File: config.mk
export PLATFORM = sky130hd
export DESIGN_NAME = format_string_integer_printer_top_flat
export DESIGN_NICKNAME = d
export VERILOG_FILES = /design/src/hw/rtl/fsip_pkg.sv /design/src/hw/rtl/fsip_if.sv /design/src/hw/rtl/format_string_integer_printer_top.sv /design/src/hw/rtl/fsip_ctrl.sv /design/src/hw/rtl/fsip_dp.sv /design/src/flat_wrapper.sv
export SDC_FILE = /design/constraint.sdc
export NUM_CORES = 1
export LEC_CHECK = 0
export BUFFER_PORTS_ARGS = -buffer_cell sky130_fd_sc_hd__buf_2
export CAP_MARGIN = 20
export CORE_MARGIN = 3
export CORE_UTILIZATION = 55
export CTS_CLUSTER_DIAMETER = 60
export DETAILED_ROUTE_END_ITERATION = 8
export GPL_ROUTABILITY_DRIVEN = 0
export PLACE_DENSITY = 0.76
export SYNTH_ARGS = -nofsm -noshare
export SYNTH_HDL_FRONTEND = slang
export SYNTH_HIERARCHICAL = 1
export SYNTH_SLANG_ARGS = --single-unit
File: constraint.sdc
create_clock -name clk -period 4.1 [get_ports clk]
set_clock_uncertainty 0.2 [all_clocks]
set_input_delay 0.41 -clock clk [delete_from_list [all_inputs] [get_ports clk]]
set_output_delay 0.41 -clock clk [all_outputs]
set_load 0.1 [all_outputs]
File: src/hw/rtl/fsip_pkg.sv
// fsip_pkg: types, character codes and widths shared by the integer printer
// depends on nothing; used by the channel interfaces, the controller, the
// datapath and the top level
package fsip_pkg;

  // field widths
  localparam int CHAR_W     = 8;
  localparam int ARG_W      = 32;
  localparam int WIDTH_W    = 6;
  localparam int NIB_W      = 4;
  localparam int MAX_DIGITS = 10;
  localparam int HEX_DIGITS = ARG_W / NIB_W;
  localparam int IDX_W      = $clog2(MAX_DIGITS);
  localparam int CNT_W      = $clog2(ARG_W);
  localparam int WPROD_W    = 10;

  // directive phase codes
  typedef logic [1:0] phase_t;
  localparam phase_t PH_TEXT  = 2'd0;
  localparam phase_t PH_PCT   = 2'd1;
  localparam phase_t PH_WIDTH = 2'd2;

  // character codes
  localparam logic [CHAR_W-1:0] CH_NUL    = 8'h00;
  localparam logic [CHAR_W-1:0] CH_PCT    = 8'h25;
  localparam logic [CHAR_W-1:0] CH_ZERO   = 8'h30;
  localparam logic [CHAR_W-1:0] CH_ONE    = 8'h31;
  localparam logic [CHAR_W-1:0] CH_NINE   = 8'h39;
  localparam logic [CHAR_W-1:0] CH_D      = 8'h64;
  localparam logic [CHAR_W-1:0] CH_X      = 8'h78;
  localparam logic [CHAR_W-1:0] PAD_RESET = 8'h20;
  // 'a' - 10, added to a hex digit of ten or more
  localparam logic [CHAR_W-1:0] HEX_OFS   = 8'h57;

  // what a format character asks for in the current phase
  typedef enum logic [1:0] {
    K_NONE = 2'd0,
    K_CHAR = 2'd1,
    K_DEC  = 2'd2,
    K_HEX  = 2'd3
  } kind_t;

  // controller to datapath
  typedef struct packed {
    logic capture;
    logic parse;
    logic dec_start;
    logic hex_start;
    logic dab_step;
    logic count;
    logic emit_char;
    logic emit_pad;
    logic emit_digit;
  } dp_cmd_t;

  // datapath to controller
  typedef struct packed {
    kind_t kind;
    logic  dab_last;
    logic  pad_zero;
    logic  idx_zero;
    logic  out_free;
  } dp_stat_t;

endpackage

File: src/hw/rtl/fsip_if.sv
// fsip_if: valid/ready channels for format words in and text words out
// depends on fsip_pkg for the field widths
interface fsip_in_if;
  logic                        valid;
  logic                        ready;
  logic [fsip_pkg::CHAR_W-1:0] fmt_char;
  logic [fsip_pkg::ARG_W-1:0]  arg_value;

  modport source (output valid, output fmt_char, output arg_value, input ready);
  modport sink   (input valid, input fmt_char, input arg_value, output ready);
endinterface

interface fsip_out_if;
  logic                        valid;
  logic                        ready;
  logic [fsip_pkg::CHAR_W-1:0] out_char;
  logic                        run_last;

  modport source (output valid, output out_char, output run_last, input ready);
  modport sink   (input valid, input out_char, input run_last, output ready);
endinterface

File: src/hw/rtl/format_string_integer_printer_top.sv
// Integer printer for a minimal format language.
// Channels: in_chan (sink) takes one format word per handshake, fmt_char
// with arg_value, which is used only by a 'd' or 'x' conversion; out_chan
// (source) gives the text words, out_char with run_last high on the last
// word that one input word causes. Words that cause no text give nothing.
// An input word is taken only while the sequencer is idle; one output
// register sits on out_chan, so the next format word is taken while the
// last text word still waits.
// Text: a plain character or NUL is echoed as one text word; a directive
// character gives nothing. A 'x' or 'd' conversion gives its pad words and
// then its digits; a 'd' conversion first runs the 32-step shift-and-add-3
// converter that turns the argument into decimal one bit a cycle.
// Reset: synchronous, active high; returns to normal text with a space pad
// and width zero, and drops any word in the output register.
// Stall: while out_chan.ready is low the current word holds and the
// sequencer waits; nothing is lost.
// Depends on fsip_pkg, fsip_if, fsip_ctrl and fsip_dp.
module format_string_integer_printer_top #(
  parameter int MAX_WIDTH = 32
) (
  input  logic        clk,
  input  logic        rst,
  fsip_in_if.sink     in_chan,
  fsip_out_if.source  out_chan
);

  fsip_pkg::dp_cmd_t  cmd;
  fsip_pkg::dp_stat_t stat;
  logic               in_ready;

  // input handshake
  assign in_chan.ready = in_ready;

  // sequencer
  fsip_ctrl u_ctrl (
    .clk      (clk),
    .rst      (rst),
    .in_valid (in_chan.valid),
    .in_ready (in_ready),
    .cmd      (cmd),
    .stat     (stat)
  );

  // datapath
  fsip_dp #(
    .MAX_WIDTH (MAX_WIDTH)
  ) u_dp (
    .clk       (clk),
    .rst       (rst),
    .cmd       (cmd),
    .stat      (stat),
    .in_fmt    (in_chan.fmt_char),
    .in_arg    (in_chan.arg_value),
    .out_char  (out_chan.out_char),
    .out_last  (out_chan.run_last),
    .out_valid (out_chan.valid),
    .out_ready (out_chan.ready)
  );

endmodule

File: src/hw/rtl/fsip_ctrl.sv
// fsip_ctrl: sequencing state machine of the integer printer
// depends on fsip_pkg for the command and status structs
module fsip_ctrl (
  input  logic               clk,
  input  logic               rst,
  input  logic               in_valid,
  output logic               in_ready,
  output fsip_pkg::dp_cmd_t  cmd,
  input  fsip_pkg::dp_stat_t stat
);

  typedef enum logic [6:0] {
    S_IDLE   = 7'b0000001,
    S_DECODE = 7'b0000010,
    S_DABBLE = 7'b0000100,
    S_COUNT  = 7'b0001000,
    S_PAD    = 7'b0010000,
    S_DIGIT  = 7'b0100000,
    S_CHAR   = 7'b1000000
  } state_t;

  state_t state, state_next;

  // state register
  always_ff @(posedge clk) begin
    if (rst) state <= S_IDLE;
    else     state <= state_next;
  end

  // next state and commands
  always_comb begin
    state_next = state;
    cmd        = '0;
    in_ready   = 1'b0;
    unique case (state)
      S_IDLE: begin
        in_ready = 1'b1;
        if (in_valid) begin
          cmd.capture = 1'b1;
          state_next  = S_DECODE;
        end
      end
      S_DECODE: begin
        cmd.parse = 1'b1;
        unique case (stat.kind)
          fsip_pkg::K_NONE: state_next = S_IDLE;
          fsip_pkg::K_CHAR: state_next = S_CHAR;
          fsip_pkg::K_DEC: begin
            cmd.dec_start = 1'b1;
            state_next    = S_DABBLE;
          end
          fsip_pkg::K_HEX: begin
            cmd.hex_start = 1'b1;
            state_next    = S_COUNT;
          end
          default: state_next = S_IDLE;
        endcase
      end
      S_DABBLE: begin
        cmd.dab_step = 1'b1;
        if (stat.dab_last) state_next = S_COUNT;
      end
      S_COUNT: begin
        cmd.count  = 1'b1;
        state_next = S_PAD;
      end
      S_PAD: begin
        if (stat.pad_zero) state_next = S_DIGIT;
        else if (stat.out_free) cmd.emit_pad = 1'b1;
      end
      S_DIGIT: begin
        if (stat.out_free) begin
          cmd.emit_digit = 1'b1;
          if (stat.idx_zero) state_next = S_IDLE;
        end
      end
      S_CHAR: begin
        if (stat.out_free) begin
          cmd.emit_char = 1'b1;
          state_next    = S_IDLE;
        end
      end
      default: state_next = S_IDLE;
    endcase
  end

endmodule

File: src/hw/rtl/fsip_dp.sv
// fsip_dp: directive registers, digit store with shift-and-add-3 converter,
// pad and digit counters and the output word register
// depends on fsip_pkg for widths, character codes and the control structs
module fsip_dp #(
  parameter int MAX_WIDTH = 32
) (
  input  logic                        clk,
  input  logic                        rst,
  input  fsip_pkg::dp_cmd_t           cmd,
  output fsip_pkg::dp_stat_t          stat,
  input  logic [fsip_pkg::CHAR_W-1:0] in_fmt,
  input  logic [fsip_pkg::ARG_W-1:0]  in_arg,
  output logic [fsip_pkg::CHAR_W-1:0] out_char,
  output logic                        out_last,
  output logic                        out_valid,
  input  logic                        out_ready
);

  localparam logic [fsip_pkg::WPROD_W-1:0] MAX_W = fsip_pkg::WPROD_W'(MAX_WIDTH);

  logic [fsip_pkg::CHAR_W-1:0]  fmt;
  logic [fsip_pkg::ARG_W-1:0]   bin;
  logic [fsip_pkg::NIB_W-1:0]   digit_store [fsip_pkg::MAX_DIGITS];
  logic [fsip_pkg::NIB_W-1:0]   dab_adj     [fsip_pkg::MAX_DIGITS];
  logic [fsip_pkg::CNT_W-1:0]   dab_cnt;
  fsip_pkg::phase_t             phase, phase_next;
  logic [fsip_pkg::CHAR_W-1:0]  pad, pad_next;
  logic [fsip_pkg::WIDTH_W-1:0] width, width_next;
  logic [fsip_pkg::WIDTH_W-1:0] pad_left;
  logic [fsip_pkg::IDX_W-1:0]   idx;
  logic [fsip_pkg::IDX_W-1:0]   n_digits;
  logic [fsip_pkg::WIDTH_W-1:0] n_wide;
  logic [fsip_pkg::WPROD_W-1:0] first_w, ext_w;
  logic [fsip_pkg::NIB_W-1:0]   cur_digit;
  logic [fsip_pkg::CHAR_W-1:0]  digit_char;
  fsip_pkg::kind_t              kind;
  logic                         is_conv, is_hex, is_digit, is_nz_digit;
  logic                         emit, last_digit;

  // character classes of the held format word
  assign is_hex      = (fmt == fsip_pkg::CH_X);
  assign is_conv     = (fmt == fsip_pkg::CH_D) || is_hex;
  assign is_digit    = (fmt >= fsip_pkg::CH_ZERO) && (fmt <= fsip_pkg::CH_NINE);
  assign is_nz_digit = (fmt >= fsip_pkg::CH_ONE) && (fmt <= fsip_pkg::CH_NINE);

  // what this word asks for
  always_comb begin
    kind = fsip_pkg::K_NONE;
    if (fmt == fsip_pkg::CH_NUL) begin
      kind = fsip_pkg::K_CHAR;
    end else begin
      unique case (phase)
        fsip_pkg::PH_PCT: begin
          if (is_conv) kind = is_hex ? fsip_pkg::K_HEX : fsip_pkg::K_DEC;
        end
        fsip_pkg::PH_WIDTH: begin
          if (!is_digit && is_conv)
            kind = is_hex ? fsip_pkg::K_HEX : fsip_pkg::K_DEC;
        end
        default: begin
          if (fmt != fsip_pkg::CH_PCT) kind = fsip_pkg::K_CHAR;
        end
      endcase
    end
  end

  assign stat.kind = kind;

  // width arithmetic: first digit, and width*10 + digit
  assign first_w = {{(fsip_pkg::WPROD_W - fsip_pkg::NIB_W){1'b0}},
                    fmt[fsip_pkg::NIB_W-1:0]};
  assign ext_w   = ({{(fsip_pkg::WPROD_W - fsip_pkg::WIDTH_W){1'b0}}, width} << 3)
                 + ({{(fsip_pkg::WPROD_W - fsip_pkg::WIDTH_W){1'b0}}, width} << 1)
                 + first_w;

  assign last_digit = cmd.emit_digit && (idx == '0);

  // directive phase, pad and width
  always_comb begin
    phase_next = phase;
    pad_next   = pad;
    width_next = width;
    if (last_digit) begin
      phase_next = fsip_pkg::PH_TEXT;
      pad_next   = fsip_pkg::PAD_RESET;
      width_next = '0;
    end else if (cmd.parse) begin
      if (fmt == fsip_pkg::CH_NUL) begin
        phase_next = fsip_pkg::PH_TEXT;
        pad_next   = fsip_pkg::PAD_RESET;
        width_next = '0;
      end else begin
        unique case (phase)
          fsip_pkg::PH_PCT: begin
            if (!is_conv) begin
              phase_next = fsip_pkg::PH_WIDTH;
              if (is_nz_digit)
                width_next = (first_w > MAX_W) ? MAX_W[fsip_pkg::WIDTH_W-1:0]
                                               : first_w[fsip_pkg::WIDTH_W-1:0];
              else
                pad_next = fmt;
            end
          end
          fsip_pkg::PH_WIDTH: begin
            if (is_digit) begin
              width_next = (ext_w > MAX_W) ? MAX_W[fsip_pkg::WIDTH_W-1:0]
                                           : ext_w[fsip_pkg::WIDTH_W-1:0];
            end else if (!is_conv) begin
              phase_next = fsip_pkg::PH_TEXT;
              pad_next   = fsip_pkg::PAD_RESET;
              width_next = '0;
            end
          end
          default: begin
            if (fmt == fsip_pkg::CH_PCT) begin
              phase_next = fsip_pkg::PH_PCT;
              pad_next   = fsip_pkg::PAD_RESET;
              width_next = '0;
            end else begin
              phase_next = fsip_pkg::PH_TEXT;
            end
          end
        endcase
      end
    end
  end

  always_ff @(posedge clk) begin
    if (rst) begin
      phase <= fsip_pkg::PH_TEXT;
      pad   <= fsip_pkg::PAD_RESET;
      width <= '0;
    end else begin
      phase <= phase_next;
      pad   <= pad_next;
      width <= width_next;
    end
  end

  // input capture
  always_ff @(posedge clk) begin
    if (cmd.capture) fmt <= in_fmt;
  end

  // add 3 to every bcd digit of five or more before the shift
  always_comb begin
    for (int i = 0; i < fsip_pkg::MAX_DIGITS; i++)
      dab_adj[i] = (digit_store[i] >= 4'd5) ? digit_store[i] + 4'd3 : digit_store[i];
  end

  // digit store: bcd shift register for 'd', plain nibbles for 'x'
  always_ff @(posedge clk) begin
    if (cmd.capture) begin
      bin <= in_arg;
    end else if (cmd.dec_start) begin
      for (int i = 0; i < fsip_pkg::MAX_DIGITS; i++) digit_store[i] <= '0;
    end else if (cmd.hex_start) begin
      for (int i = 0; i < fsip_pkg::HEX_DIGITS; i++)
        digit_store[i] <= bin[i*fsip_pkg::NIB_W +: fsip_pkg::NIB_W];
      for (int i = fsip_pkg::HEX_DIGITS; i < fsip_pkg::MAX_DIGITS; i++)
        digit_store[i] <= '0;
    end else if (cmd.dab_step) begin
      digit_store[0] <= {dab_adj[0][fsip_pkg::NIB_W-2:0], bin[fsip_pkg::ARG_W-1]};
      for (int i = 1; i < fsip_pkg::MAX_DIGITS; i++)
        digit_store[i] <= {dab_adj[i][fsip_pkg::NIB_W-2:0], dab_adj[i-1][fsip_pkg::NIB_W-1]};
      bin <= {bin[fsip_pkg::ARG_W-2:0], 1'b0};
    end
  end

  // shift counter, wraps to zero after the last step
  always_ff @(posedge clk) begin
    if (rst || cmd.dec_start) dab_cnt <= '0;
    else if (cmd.dab_step)    dab_cnt <= dab_cnt + 1'b1;
  end

  assign stat.dab_last = (dab_cnt == '1);

  // number of significant digits, at least one
  always_comb begin
    n_digits = fsip_pkg::IDX_W'(1);
    for (int i = 1; i < fsip_pkg::MAX_DIGITS; i++)
      if (digit_store[i] != '0) n_digits = fsip_pkg::IDX_W'(i + 1);
  end

  assign n_wide = {{(fsip_pkg::WIDTH_W - fsip_pkg::IDX_W){1'b0}}, n_digits};

  // pad and digit counters
  always_ff @(posedge clk) begin
    if (cmd.count) begin
      pad_left <= (width > n_wide) ? width - n_wide : '0;
      idx      <= n_digits - 1'b1;
    end else begin
      if (cmd.emit_pad)   pad_left <= pad_left - 1'b1;
      if (cmd.emit_digit) idx      <= idx - 1'b1;
    end
  end

  assign stat.pad_zero = (pad_left == '0);
  assign stat.idx_zero = (idx == '0);

  // ascii of the current digit
  assign cur_digit  = digit_store[idx];
  assign digit_char = (cur_digit < 4'd10)
                    ? fsip_pkg::CH_ZERO + {{(fsip_pkg::CHAR_W - fsip_pkg::NIB_W){1'b0}}, cur_digit}
                    : fsip_pkg::HEX_OFS + {{(fsip_pkg::CHAR_W - fsip_pkg::NIB_W){1'b0}}, cur_digit};

  // output word register
  assign emit          = cmd.emit_char || cmd.emit_pad || cmd.emit_digit;
  assign stat.out_free = !out_valid || out_ready;

  always_ff @(posedge clk) begin
    if (rst)            out_valid <= 1'b0;
    else if (emit)      out_valid <= 1'b1;
    else if (out_ready) out_valid <= 1'b0;
  end

  always_ff @(posedge clk) begin
    if (emit) begin
      priority if (cmd.emit_char) begin
        out_char <= fmt;
        out_last <= 1'b1;
      end else if (cmd.emit_pad) begin
        out_char <= pad;
        out_last <= 1'b0;
      end else begin
        out_char <= digit_char;
        out_last <= (idx == '0);
      end
    end
  end

  // a word is only loaded into a free output register
  a_emit_free: assert property (@(posedge clk) disable iff (rst)
    emit |-> stat.out_free)
    else $error("word loaded over an untaken word");

  // the last digit closes the directive
  a_dir_closed: assert property (@(posedge clk) disable iff (rst)
    last_digit |=> (phase == fsip_pkg::PH_TEXT) && (width == '0) &&
                   (pad == fsip_pkg::PAD_RESET))
    else $error("directive left open after conversion");

  // counting starts only once the shift sequence has wrapped
  a_count_wrapped: assert property (@(posedge clk) disable iff (rst)
    cmd.count |-> (dab_cnt == '0))
    else $error("digit count taken mid conversion");

  // pad words only while padding remains
  a_pad_left: assert property (@(posedge clk) disable iff (rst)
    cmd.emit_pad |-> (pad_left != '0))
    else $error("pad word beyond the field width");

endmodule

File: src/flat_wrapper.sv
// flat-port wrapper written by rule: the top's interface ports become plain ports
module format_string_integer_printer_top_flat 
#(
  parameter int MAX_WIDTH = 32
)
  (clk, rst, in_chan_valid, in_chan_fmt_char, in_chan_arg_value, in_chan_ready, out_chan_valid, out_chan_out_char, out_chan_run_last, out_chan_ready);
  fsip_in_if in_chan_i ();
  fsip_out_if out_chan_i ();
  input  logic clk;
  input  logic rst;
  input wire logic [$bits(in_chan_i.valid)-1:0] in_chan_valid;
  input wire logic [$bits(in_chan_i.fmt_char)-1:0] in_chan_fmt_char;
  input wire logic [$bits(in_chan_i.arg_value)-1:0] in_chan_arg_value;
  output wire logic [$bits(in_chan_i.ready)-1:0] in_chan_ready;
  output wire logic [$bits(out_chan_i.valid)-1:0] out_chan_valid;
  output wire logic [$bits(out_chan_i.out_char)-1:0] out_chan_out_char;
  output wire logic [$bits(out_chan_i.run_last)-1:0] out_chan_run_last;
  input wire logic [$bits(out_chan_i.ready)-1:0] out_chan_ready;
  assign in_chan_i.valid = in_chan_valid;
  assign in_chan_i.fmt_char = in_chan_fmt_char;
  assign in_chan_i.arg_value = in_chan_arg_value;
  assign in_chan_ready = in_chan_i.ready;
  assign out_chan_valid = out_chan_i.valid;
  assign out_chan_out_char = out_chan_i.out_char;
  assign out_chan_run_last = out_chan_i.run_last;
  assign out_chan_i.ready = out_chan_ready;
  format_string_integer_printer_top #(.MAX_WIDTH(MAX_WIDTH)) u_core (.clk(clk), .rst(rst), .in_chan(in_chan_i), .out_chan(out_chan_i));
endmodule
# Word-level counts from Yosys, hierarchy flattened
# Memory sizes are Yosys's and may differ from the RTL's. A register that Yosys moved wholly into a read port is not among the register bits.
# Cells that the tools add are included.
# word_totals
out_inout_bits	11
register_bits	88
elab_cells	251
input_bits	44
memories	1
mem_bits_rw	40
# mem_list
memory	depth	width	read_ports	rd_clocked_by_memory_dff	write_ports	line	text
u_core.u_dp.digit_store	10	4	11	1	10	fsip_dp.sv:23	logic [fsip_pkg::NIB_W-1:0] digit_store [fsip_pkg::MAX_DIGITS];
# classes
n_addsub	19
n_reduce_logical	35
muxes	116
eq_ne	31
bitwise	20
order_cmp	17
# ops
operator	n
two-way mux 4 bit	40
two-way mux 32 bit	4
two-way mux 8 bit	9
two-way mux 6 bit	11
one-hot mux 7 bit (7 select lines)	1
two-way mux 7 bit	6
greater-or-equal comparator 4 x 3 -> 1 bit, second input constant	10
nonzero test 4 bit	10
adder 4 x 2 -> 4 bit, second input constant	9
two-way mux 1 bit	30
one-hot mux 7 bit (4 select lines)	1
bitwise OR 1 bit	20
== test 8 x 7 -> 1 bit, second input constant	2
greater-or-equal comparator 8 x 6 -> 1 bit, second input constant	2
two-way mux 2 bit	8
one-hot mux 8 bit (2 select lines)	1
inequality test 3 bit, second input constant	5
inequality test 2 x 1 -> 1 bit, second input constant	7
one-hot mux 6 bit (2 select lines)	1
AND reduction 6 bit	2
adder 10 x 4 -> 10 bit	1
adder 9 x 7 -> 10 bit	1
> comparator 10 x 6 -> 1 bit, second input constant	1
adder 7 x 4 -> 8 bit, first input constant	1
38 further kinds	55

# Longest topological paths before layout
# depth
depth_word	16
depth_mapped	15
mapped_depth_nobuf	15

# Cells and area by module
# The synthesis kept the hierarchy.
# by_module_without_submodules
mod	cells_per_inst	area_per_inst_um2	instances	seq_area_each_um2
fsip_dp	735	7532.2	1	3493.4
fsip_ctrl	68	521.8	1	140.1

# Worst setup path before layout
# Ideal clock, no wire load.
# synth_timing
kind	register to register
from	register u_core.u_dp.phase[0]
to	memory u_core/u_dp/digit_store[0][0] (netlist name) (enable)
n_path_buf	1
setup_time_ns	0.429
required_time_ns	3.471
arrival_ns	3.577
path_stages_with_launch	11
slack_ns	-0.106
synth_period_minus_slack_ns	4.206
cell_sequence	dfxtp_1 > inv_1 > ha_1 > inv_1 > or4_1 > nor3_1 > o21ai_0 > nor2_1 > clkbuf_1 > nor3_1 > nor2_1
# synth_lines
element	line	text
from (decl)	fsip_dp.sv:26	fsip_pkg::phase_t phase, phase_next;
from (signal assigned)	fsip_dp.sv:130	phase <= fsip_pkg::PH_TEXT;
from (signal assigned)	fsip_dp.sv:134	phase <= phase_next;
to (decl)	fsip_dp.sv:23	

==> metrics.md <==
| Metric | Value |
|---|---|
| Outcome | `completed` |
| Clock buffer depth | `2` |
| Setup Slack @ Placement | `approximately 230 ps` |
| Worst Path Max Fanout | `5` |
| H-tree level count | `4` |
| # Max-Cap Violations | `0` |
| Syn_nets | `894` |
| Ys async rst share | `0` |
| Synth area leaders | `edfxtp_1 37%, dfxtp_1 8.2%, ha_1 6.8%` |
| Die H | `between 100 and 150 um` |
| Hold wc startpoint | `in_chan_arg_value[0]` |
| Slew Limit Fails | `0` |
| Kind of critical path | `flop to flop` |
| Initial antenna violation count | `0` |
| Final Worst Setup Slack | `between 200 and 300 ps` |
| Reg2reg setup slack | `300 ps` |
| Routed Antenna Nets | `0` |
| Worst hold slack | `roughly 79 ps` |
| Synthesis Warnings | `6` |
| PD cells | `roughly 390 nW/um^2` |
| Number of CTS-inserted buffers | `17` |
| Synthesized cell area | `between 8000 and 9000 um^2` |
| Worst VDD drop | `0.282 mV` |
| Cell taking the most area after synthesis | `edfxtp_1` |
| Synth cell types | `roughly 70` |
| Hold depth | `2` |
| I/O pins | `55` |
| CTS Sinks | `approximately 130` |
| First-pass GRT wire length | `around 31,000 um` |
| Worst Hold End | `u_core/u_dp/bin[0]$_SDFFCE_PN0P_` |
| Setup TNS | `0 ps` |
| DR vias | `around 6,500` |
| Int Pwr | `0.00272 W` |
| Hold Path Class | `input pin to flop` |
| Placed inst area | `between 8000 and 9000 um^2` |
| Die X | `roughly 130 um` |
| Layout cell share with drive strength beyond 1 | `0.189` |
| Final setup fails | `0` |
| Final period utilization | `0.927` |
| Worst-Margin Slew | `approximately 1000 ps` |
| CTS tree | `built` |
| Clk pwr share | `0.450` |
| Ant. Diodes | `0` |
| Gr ovfl total | `0` |
| Nets | `around 960` |
| Combinational Power Share | `0.101` |
| Slew margin rel. | `0.309` |
| Initial DRT Pass Iterations | `6` |
| First DRT Iteration DRCs | `between 600 and 700` |
| Crit path capture type | `flop` |
| Core Region | `14,100 um^2` |
| Worst Reg-to-Reg Cells | `15` |
| Hold Vio Cnt, Final | `0` |
| Avg Inst Size Synth | `around 10 um^2` |
| CTS Root Cell | `clkbuf_16` |
| DRC | `0` |
| Core Rows | `43` |
| Final WL | `between 15,000 and 20,000 um` |
| #FFs+latches synth | `around 130` |
| Routed length per instance | `about 18 um` |
| Worst R2R End | `u_core/u_dp/pad_left[5]$_DFFE_PP_` |
| Die area | `16,100 um^2` |
| Fmax | `~0.26 GHz` |
| Sw power | `0.000868 W` |
| Synth top area share | `0.369` |
| Utilization after layout | `0.654` |
| Final period demand of the worst path | `roughly 3800 ps` |
| Clk_lat worst skew | `420 ps` |
| Crit start category | `flop` |
| Flop pwr share | `0.449` |
| Sequential share of the synthesized area | `0.451` |
| RSZ-0062 raised after global routing | `false` |
| Dpl hpwl | `around 13,000 um` |
| Tot GR Track Use | `0.239` |
| Lkg Pwr | `around 3.6 nW` |
| Vias/cell | `6.11` |
| Post-Syn Instances | `between 800 and 900` |
| Data arrival, critical path | `3850 ps` |
| Starting Density | `0.571` |
| Reg clk slew, reported paths | `60 ps` |
| Finished Cell Area | `~9200 um^2` |
| R2r startpoint | `u_core/u_dp/digit_store[2][0]$_SDFFCE_PN0P_` |
| Area growth syn-to-layout | `14.5%` |
| Switching Share | `0.242` |
| Required @ worst endpoint | `roughly 4200 ps` |
| Vias in the first global route | `6,372` |
| EDFF count, synth | `99` |
| Buffers on Ports | `54` |
| Largest net degree at the start of global routing | `46` |
| Main synth FF type | `edfxtp_1` |
==> power by group through the flow <==
stage	Sequential (W)	Combinational, W	Clock (W)
after floorplan	0.00161	0.000273	0
after global placement	0.00163	0.000338	0
after detailed placement	0.00164	0.000352	0
after CTS	0.00161	0.000361	0.00164
after global routing	0.00162	0.000397	0.00170
final	0.00161	0.000362	0.00162
==> registers in the layout, indices dropped and copies added (netlist names), 6 cells and up, named ones only <==
name,cells
u_core/u_dp/digit_store,40
u_core/u_dp/bin,32
u_core/u_dp/fmt,8
u_core/u_dp/out_char,8
u_core/u_dp/pad,8
u_core/u_ctrl/state,7
u_core/u_dp/pad_left,6
u_core/u_dp/width,6
==> worst max-delay path by stage <==
stage                                                     start                                     endpoint
detailed placement            u_core/u_dp/phase[0]$_SDFFE_PP0P_  u_core/u_dp/digit_store[7][0]$_SDFFCE_PN0P_
global route        u_core/u_dp/digit_store[3][0]$_SDFFCE_PN0P_            u_core/u_dp/pad_left[5]$_DFFE_PP_
floorplan                   u_core/u_ctrl/state[1]$_SDFFE_PP0P_             u_core/u_dp/bin[0]$_SDFFCE_PN0P_
finish              u_core/u_dp/digit_store[2][0]$_SDFFCE_PN0P_            u_core/u_dp/pad_left[5]$_DFFE_PP_
CTS                           u_core/u_dp/phase[0]$_SDFFE_PP0P_  u_core/u_dp/digit_store[7][0]$_SDFFCE_PN0P_
global placement              u_core/u_dp/phase[0]$_SDFFE_PP0P_  u_core/u_dp/digit_store[6][0]$_SDFFCE_PN0P_
==> synth_stat cells (all sizes together), types with 4 or more instances <==
library cell	count
a31oi	4
nor3b	15
o21ai	36
edfxtp	99
inv	51
a21o	5
or3b	5
clkbuf	23
nand2b	24
o22ai	6
buf	13
and3	4
ha	44
nor4	7
xnor2	21
mux2	36
nor3	39
nor2b	5
nor4b	4
mux4	6
nor2	66
nand2	72
xor2	13
nand3	18
a211oi	14
a21oi	65
mux2i	16
dfxtp	33
o31ai	5
==> layout make-up <==
cell class	count	area, um^2
Sequential cell	132	3630
Clock inverter	15	205
Fill cell	1089	4870
Timing Repair Buffer	78	470
Inverter	51	191
Multi-Input combinational cell	584	4070
Clock buffer	17	425
Tap cell	180	225
==> layout by cell type (no fill, tap or decap), types with 16 or more instances in the layout <==
master      n
o21ai_0    33
mux2_2     36
nand3_1    17
xnor2_1    21
buf_2      54
clkbuf_16  17
buf_4      16
edfxtp_1   99
ha_1       44
nor2_1     64
nor3_1     39
inv_1      51
nand2_1    72
dfxtp_1    33
a21oi_1    65
mux2i_1    16
nand2b_1   24
==> what timing repair did <==
action / CTS / global route
endpoints found under the setup margin: 0 / 36
hold endpoints to repair: 8 / 0
hold buffers: 8 / 0
gates resized for setup: 0 / 4
buffers inserted: 0 / 0
==> stage by stage <==
stage               std cells  total power, W
finish                   1057         0.00359
global route             1057         0.00371
CTS                      1057         0.00361
detailed placement       1017         0.00199
global placement         1017         0.00197
floorplan                 803         0.00189
==> logic make-up (layout without fill, tap and decap cells) <==
kind of cell / count (synthesis) / in the layout / share of synthesized area
AND/OR/NAND/NOR: 283 / 283 / 0.180
flip-flops: 132 / 132 / 0.451
adder cells (fa/ha/maj): 47 / 47 / 0.0758
XOR/XNOR: 34 / 34 / 0.0370
multiplexers: 58 / 58 / 0.0870
AO/OA/AOI/OAI: 162 / 162 / 0.123
buffers and inverters: 87 / 161 / 0.0464
==> per-layer routing <==
layer | routed length (um) | track usage | share of wire | vias up
met5 | 0 | 0 | 0 | -
met2 | 9100 | 0.389 | 0.49 | 263
met3 | 1010 | 0.0393 | 0.054 | 28
met1 | 8190 | 0.323 | 0.44 | 3125
li1 | - | - | - | 3043
met4 | 352 | 0.0915 | 0.019 | 0
==> worst max-delay path, stage by stage (launching register included) <==
cell      delay [ps]
edfxtp_1         470
inv_1             90
ha_1             200
or3b_2           500
nand2b_1         170
a31oi_1          260
nor2_1            80
o21ba_2          200
ha_1             200
fa_1             400
inv_1             90
a21o_1           130
a21oi_1           90
a41oi_1          210
o31ai_2          130
o22ai_1          220
(Power assumes the default switching activity.)
